**src/hw/rtl/dsli_pkg.sv**
```systemverilog
package dsli_pkg;

   // Command codes on the request channel
   localparam logic CMD_INSERT = 1'b0;
   localparam logic CMD_DUMP   = 1'b1;

   // Status codes on the response channel
   localparam logic [1:0] ST_INSERTED = 2'd0;
   localparam logic [1:0] ST_FULL     = 2'd1;
   localparam logic [1:0] ST_DUMPED   = 2'd2;
   localparam logic [1:0] ST_EMPTY    = 2'd3;

   localparam int VALUE_W = 32;

   typedef struct packed {
      logic                      command;
      logic signed [VALUE_W-1:0] value;
   } req_type;

   typedef struct packed {
      logic signed [VALUE_W-1:0] entry;
      logic [1:0]                status;
      logic                      last;
   } rsp_type;

   // Controller to datapath commands
   typedef struct packed {
      logic       latch_req;
      logic       insert;
      logic       rotate;
      logic       load_rsp;
      logic       take_entry;
      logic [1:0] rsp_status;
      logic       rsp_last;
   } ctl_cmd_type;

   // Datapath to controller status
   typedef struct packed {
      logic command;
      logic full;
      logic empty;
      logic dump_last;
      logic rsp_free;
   } dp_status_type;

endpackage

```
**src/hw/rtl/descending_sorted_list_insert_unit.sv**
```systemverilog
// Channel   Direction  Ports                              Carries
// request   in         req_valid, req_ready, req_payload  command, value
// response  out        rsp_valid, rsp_ready, rsp_payload  entry, status, last
//
// Insert: accept, then one parallel compare-and-shift over the cell row that also
// loads the response register (when full, only the response, with status full).
// Dump: accept, then one result per entry; the row rotates one place per result.
// Reset (synchronous) empties the store; cell contents are not cleared.
// A stalled response holds the controller; a new request is taken while the
// last response still waits in the output register.
module descending_sorted_list_insert_unit
   import dsli_pkg::*;
#(
   parameter int DEPTH = 16
) (
   input  logic    clock,
   input  logic    reset,
   input  logic    req_valid,
   output logic    req_ready,
   input  req_type req_payload,
   output logic    rsp_valid,
   input  logic    rsp_ready,
   output rsp_type rsp_payload
);

   ctl_cmd_type   cmd;
   dp_status_type stat;

   dsli_controller u_controller (
      .clock     (clock),
      .reset     (reset),
      .req_valid (req_valid),
      .req_ready (req_ready),
      .stat      (stat),
      .cmd       (cmd)
   );

   dsli_datapath #(
      .DEPTH (DEPTH)
   ) u_datapath (
      .clock       (clock),
      .reset       (reset),
      .req_payload (req_payload),
      .cmd         (cmd),
      .stat        (stat),
      .rsp_ready   (rsp_ready),
      .rsp_valid   (rsp_valid),
      .rsp_payload (rsp_payload)
   );

endmodule

```
**src/hw/rtl/dsli_datapath.sv**
```systemverilog
module dsli_datapath
   import dsli_pkg::*;
#(
   parameter int DEPTH = 16
) (
   input  logic          clock,
   input  logic          reset,
   input  req_type       req_payload,
   input  ctl_cmd_type   cmd,
   output dp_status_type stat,
   input  logic          rsp_ready,
   output logic          rsp_valid,
   output rsp_type       rsp_payload
);

   localparam int CNT_W = $clog2(DEPTH + 1);

   req_type                   req_ff;
   logic signed [VALUE_W-1:0] cell_ff [DEPTH];
   logic signed [VALUE_W-1:0] cell_in [DEPTH];
   logic [DEPTH-1:0]          gt;
   logic [CNT_W-1:0]          count_ff;
   logic [CNT_W-1:0]          step_ff;
   logic [CNT_W-1:0]          count_m1;
   logic                      rsp_valid_ff;
   rsp_type                   rsp_ff;

   assign count_m1 = count_ff - CNT_W'(1);

   // Per-cell compare: valid cells holding a larger value stay put
   always_comb begin
      for (int i = 0; i < DEPTH; i++) begin
         gt[i] = (CNT_W'(i) < count_ff) && (cell_ff[i] > req_ff.value);
      end
   end

   // Next cell contents for insert (shift down) or dump (rotate up within count)
   always_comb begin
      for (int i = 0; i < DEPTH; i++) begin
         cell_in[i] = cell_ff[i];
         if (cmd.insert) begin
            if (gt[i]) begin
               cell_in[i] = cell_ff[i];
            end else if (i == 0) begin
               cell_in[i] = req_ff.value;
            end else if (gt[i-1]) begin
               cell_in[i] = req_ff.value;
            end else begin
               cell_in[i] = cell_ff[i-1];
            end
         end else if (cmd.rotate) begin
            if (CNT_W'(i) == count_m1) begin
               cell_in[i] = cell_ff[0];
            end else if (i < DEPTH - 1) begin
               cell_in[i] = cell_ff[(i + 1) % DEPTH];
            end
         end
      end
   end

   // Cell row, no reset needed
   always_ff @(posedge clock) begin
      for (int i = 0; i < DEPTH; i++) begin
         cell_ff[i] <= cell_in[i];
      end
   end

   // Hold the accepted transaction
   always_ff @(posedge clock) begin
      if (cmd.latch_req) begin
         req_ff <= req_payload;
      end
   end

   // Track fill count and dump position
   always_ff @(posedge clock) begin
      if (reset) begin
         count_ff <= '0;
         step_ff  <= '0;
      end else begin
         if (cmd.insert) begin
            count_ff <= count_ff + CNT_W'(1);
         end
         if (cmd.latch_req) begin
            step_ff <= '0;
         end else if (cmd.rotate) begin
            step_ff <= step_ff + CNT_W'(1);
         end
      end
   end

   // Output register: load a result, drop it once taken
   always_ff @(posedge clock) begin
      if (reset) begin
         rsp_valid_ff <= 1'b0;
      end else if (cmd.load_rsp) begin
         rsp_valid_ff <= 1'b1;
      end else if (rsp_ready) begin
         rsp_valid_ff <= 1'b0;
      end
   end

   always_ff @(posedge clock) begin
      if (cmd.load_rsp) begin
         rsp_ff.entry  <= cmd.take_entry ? cell_ff[0] : '0;
         rsp_ff.status <= cmd.rsp_status;
         rsp_ff.last   <= cmd.rsp_last;
      end
   end

   assign stat.command   = req_ff.command;
   assign stat.full      = (count_ff == CNT_W'(DEPTH));
   assign stat.empty     = (count_ff == '0);
   assign stat.dump_last = (step_ff == count_m1);
   assign stat.rsp_free  = !rsp_valid_ff || rsp_ready;

   assign rsp_valid   = rsp_valid_ff;
   assign rsp_payload = rsp_ff;

endmodule

```
**src/hw/rtl/dsli_controller.sv**
```systemverilog
module dsli_controller
   import dsli_pkg::*;
(
   input  logic          clock,
   input  logic          reset,
   input  logic          req_valid,
   output logic          req_ready,
   input  dp_status_type stat,
   output ctl_cmd_type   cmd
);

   localparam logic [1:0] S_IDLE = 2'd0;
   localparam logic [1:0] S_EXEC = 2'd1;
   localparam logic [1:0] S_DUMP = 2'd2;

   logic [1:0] state_ff;
   logic [1:0] state_in;

   // Sequence one transaction at a time
   always_comb begin
      state_in       = state_ff;
      req_ready      = 1'b0;
      cmd            = '0;
      cmd.rsp_status = ST_INSERTED;
      case (state_ff)
         S_IDLE: begin
            req_ready = 1'b1;
            if (req_valid) begin
               cmd.latch_req = 1'b1;
               state_in      = S_EXEC;
            end
         end
         S_EXEC: begin
            if (stat.command == CMD_INSERT) begin
               if (stat.rsp_free) begin
                  cmd.load_rsp   = 1'b1;
                  cmd.rsp_last   = 1'b1;
                  cmd.insert     = !stat.full;
                  cmd.rsp_status = stat.full ? ST_FULL : ST_INSERTED;
                  state_in       = S_IDLE;
               end
            end else if (stat.empty) begin
               if (stat.rsp_free) begin
                  cmd.load_rsp   = 1'b1;
                  cmd.rsp_last   = 1'b1;
                  cmd.rsp_status = ST_EMPTY;
                  state_in       = S_IDLE;
               end
            end else begin
               state_in = S_DUMP;
            end
         end
         S_DUMP: begin
            // Emit the head cell and rotate the row one place per result
            if (stat.rsp_free) begin
               cmd.load_rsp   = 1'b1;
               cmd.take_entry = 1'b1;
               cmd.rotate     = 1'b1;
               cmd.rsp_status = ST_DUMPED;
               cmd.rsp_last   = stat.dump_last;
               if (stat.dump_last) begin
                  state_in = S_IDLE;
               end
            end
         end
         default: begin
            state_in = S_IDLE;
         end
      endcase
   end

   always_ff @(posedge clock) begin
      if (reset) begin
         state_ff <= S_IDLE;
      end else begin
         state_ff <= state_in;
      end
   end

endmodule
```
**config.mk**
```make
export PLATFORM = sky130hd
export DESIGN_NAME = descending_sorted_list_insert_unit
export DESIGN_NICKNAME = d
export VERILOG_FILES = /design/src/hw/rtl/dsli_pkg.sv /design/src/hw/rtl/descending_sorted_list_insert_unit.sv /design/src/hw/rtl/dsli_datapath.sv /design/src/hw/rtl/dsli_controller.sv
export SDC_FILE = /design/constraint.sdc
export NUM_CORES = 2
export LEC_CHECK = 0
export ABC_AREA = 0
export BUFFER_PORTS_ARGS = -buffer_cell sky130_fd_sc_hd__buf_2
export CORE_MARGIN = 3
export CORE_UTILIZATION = 55
export DETAILED_ROUTE_END_ITERATION = 10
export PLACE_DENSITY = 0.76
export SETUP_SLACK_MARGIN = 0.1
export SLEW_MARGIN = 25
export SYNTH_ARGS = -nofsm -noshare
export SYNTH_HDL_FRONTEND = slang
export SYNTH_SLANG_ARGS = --single-unit
```
**constraint.sdc**
```tcl
create_clock -name clock -period 9.9 [get_ports clock]
set_input_delay 1.98 -clock clock [delete_from_list [all_inputs] [get_ports clock]]
set_output_delay 1.98 -clock clock [all_outputs]
set_load 0.05 [all_outputs]
```
==> flow_metrics.env <==
export IMPL_status="finished, final reports clean"
export IMPL_start_util_pct=55.72
export IMPL_track_usage_pct=31.69
export IMPL_areaGrowthSynthToFinish_pct=8.454
export IMPL_antenna_found_initial=1
export IMPL_grt_pass1_vias=37173
export IMPL_place_congestion=0.9732
export IMPL_power_density_nw_per_um2=139.7
export IMPL_pre_cts_ws_ns=3.706
export IMPL_r2r_start="u_datapath.count_ff[0]"
export IMPL_synth_area_per_cell_um2=9.990
export IMPL_critPathSlowestCell="buf_4"
export IMPL_postLayoutCoreUtil_pct=60.43
export IMPL_num_io_pins=74
export IMPL_cts_hold_buf=0
export IMPL_worst_pin_slew_ns=1.133
export IMPL_ys_top_cells_by_area="edfxtp_1 (38%), ha_1 (14%), mux2_2 (6.8%)"
export IMPL_netlist_instances=4594
export IMPL_rsz0062_at_grt="no"
export IMPL_fmax_mhz=193.4
export IMPL_setup_worst_path_start_class="primary input"
export IMPL_final_cell_mix="edfxtp_1 (580), ha_1 (523), nand2_1 (378)"
export IMPL_fillers=6719
export IMPL_avgRoutedWirePerCell_um=25.58
export IMPL_port_buffers=73
export IMPL_placedCellCount=5453
export IMPL_setup_viol=0
export IMPL_yosysTopAreaCellShare_pct=37.95
export IMPL_fp_dieW_um=294.9
export IMPL_via_count=39301
export IMPL_r2r_slack_ns=4.88
export IMPL_drtIter0Drc=5450
export IMPL_cts_resized=0
export IMPL_hold_end="u_datapath.step_ff[1]"
export IMPL_wl_um=143200
export IMPL_synth_async_reset_ratio_pct=0
export IMPL_leakagePower_nw=18.74
export IMPL_fin_ws_ns=4.730
export IMPL_overflow=0
export IMPL_cts_root_buf="clkbuf_16"
export IMPL_rows=105
export IMPL_clock_latency_ns=0.63
export IMPL_maxSlewHeadroom_pct=23.92
export IMPL_ys_ff_latch=593
export IMPL_cts_tree="yes"
export IMPL_synth_warnings=0
export IMPL_reg2regPathDepth=10
export IMPL_grt_max_degree=189
export IMPL_min_period_ns=5.170
export IMPL_cp_required_ns=10.26
export IMPL_crit_chain="buf_2 > nand2b_2 > nand2_1 > nor3_2 > buf_4 > nand2_1 > a221o_1 > buf_4 > o21ba_2 > a221o_1"
export IMPL_first_pass_iters=6
export IMPL_worstSetupEndpointType="flip-flop"
export IMPL_synth_area_leader_cell="edfxtp_1"
export IMPL_critical_path_max_stage_delay_ns=0.65
export IMPL_setup_tns_ns=0
export IMPL_critPathLaunch="rsp_ready"
export IMPL_min_from="u_datapath.step_ff[1]"
export IMPL_core_area_um2=82370
export IMPL_netlist_area_um2=45890
export IMPL_clockBufferDepth=3
export IMPL_hold_class="reg -> reg"
export IMPL_finalCritPeriodShare_pct=52.22
export IMPL_instances_no_fill=5597
export IMPL_crit_fanout=57
export IMPL_clk_pin_slew_ns=0.06
export IMPL_ant_nets=0
export IMPL_path_class="in -> reg"
export IMPL_hold_viol_final=0
export IMPL_dieArea_um2=86950
export IMPL_drive_gt1_share_pct=14.60
export IMPL_final_common_cell="edfxtp_1"
export IMPL_slew_violations=0
export IMPL_vias_per_cell=7.022
export IMPL_dpl_hpwl_um=107000
export IMPL_critPathArrivalTime_ns=5.53
export IMPL_min_path_cells=2
export IMPL_synth_ff_type="edfxtp_1"
export IMPL_grt_pass1_wl_um=216500
export IMPL_yosysUniqueCellTypes=76
export IMPL_irDropWorstVdd_mv=0.1199
export IMPL_synth_seq_area_share_pct=38.52
export IMPL_regToRegEndpoint="u_datapath.cell_ff[1][254]"
export IMPL_synth_nets=5154
export IMPL_maxCapViolCount=0
export IMPL_num_antenna_cells=0
export IMPL_synth_edf_count=580
export IMPL_postCtsSetupBuffers=0
export IMPL_drcViolationCount=0
export IMPL_cts_made_buffers=72
export IMPL_clock_sinks=593
export IMPL_ctsHtreeMaxLevel=3
export IMPL_nets=5032
export IMPL_fp_dieH_um=294.9
export IMPL_clock_skew_ns=0.03677
[kinds of logic after synthesis]
kind of cell / after synthesis / share of synthesized area [%]
buffers and inverters: 466 / 4.299
muxes: 413 / 9.768
and+or+nand+nor: 1152 / 12.20
DFF: 593 / 38.52
xor gates and xnor gates: 13 / 0.2481
adders and majority gates: 523 / 14.26
AOI/OAI and AO/OA: 1434 / 20.71
[stage by stage]
step | hold WS (ns) | instance area [µm²] | total power, W
3_3_place_gp | 0.4955 | 47150 | 0.004284
3_5_place_dp | 0.4954 | 47200 | 0.004339
4_1_cts | 0.5037 | 49440 | 0.006893
5_1_grt | 0.5340 | 49770 | 0.007184
2_1_floorplan | 0.4758 | 45890 | 0.003947
6_report | 0.5107 | 49770 | 0.006952
[synth_stat cells (79+ instances only)]
cell,n
a21oi_1,262
a31oi_1,114
a32oi_1,291
buf_2,100
clkbuf_1,249
edfxtp_1,580
ha_1,523
inv_1,79
mux2_2,279
mux2i_1,134
nand2_1,383
nand3_1,173
nand4_1,122
nor2_1,189
o21ai_0,326
o21ai_1,131
[report_power, final]
part | leakage [nW] | switching [W] | total (W) | internal [W]
Sequential | 5.50 | 0.000160 | 0.00310 | 0.00294
Clock | 1.10 | 0.00109 | 0.00260 | 0.00151
Combinational | 12.1 | 0.000803 | 0.00126 | 0.000454
[critical path: cells and delay by family]
family,cells,cell delay [ns]
buffers and inverters,3,1.03
and+or+nand+nor,4,1.08
AOI/OAI and AO/OA,3,1.35
[layer usage]
layer,global-route usage [%],wire length [µm],vias up
met5,0,0,-
met3,6.036,16170,340
met2,48.71,62460,2326
li1,-,-,17953
met4,12.22,5680,0
met1,44.35,58850,18682
[registers in the layout (all words and copies together) (netlist names)]
signal                  flops
u_datapath.stat             1
u_datapath.cell_ff        512
u_controller.state_ff       2
u_datapath.count_ff         5
u_datapath.step_ff          5
u_datapath.rsp_valid        1
u_datapath.rsp_payload     35
u_datapath.req_ff          32
[worst max path at each step]
stage	end	slack (ns)	depth (start not counted)
after floorplan	u_datapath.cell_ff[1][224]	4.51	9
after global placement	u_datapath.cell_ff[1][230]	3.84	8
after detailed placement	u_datapath.cell_ff[1][231]	3.71	8
after CTS	u_datapath.cell_ff[1][249]	4.33	8
after global routing	u_datapath.cell_ff[0][58]	4.55	10
final	u_datapath.cell_ff[0][39]	4.73	10
[cell type report]
class	count	area [µm²]	share of cell area, %
clock inverters	37	316.6	0.6360
flip-flops and latches	593	17680	35.51
well taps	1070	1339	2.690
inverters	79	296.5	0.5958
repair buffers	191	1493	2.999
multi-input cells	3535	26720	53.69
clock buffers	92	1929	3.876
No activity file was read; power rests on OpenSTA's default activity.
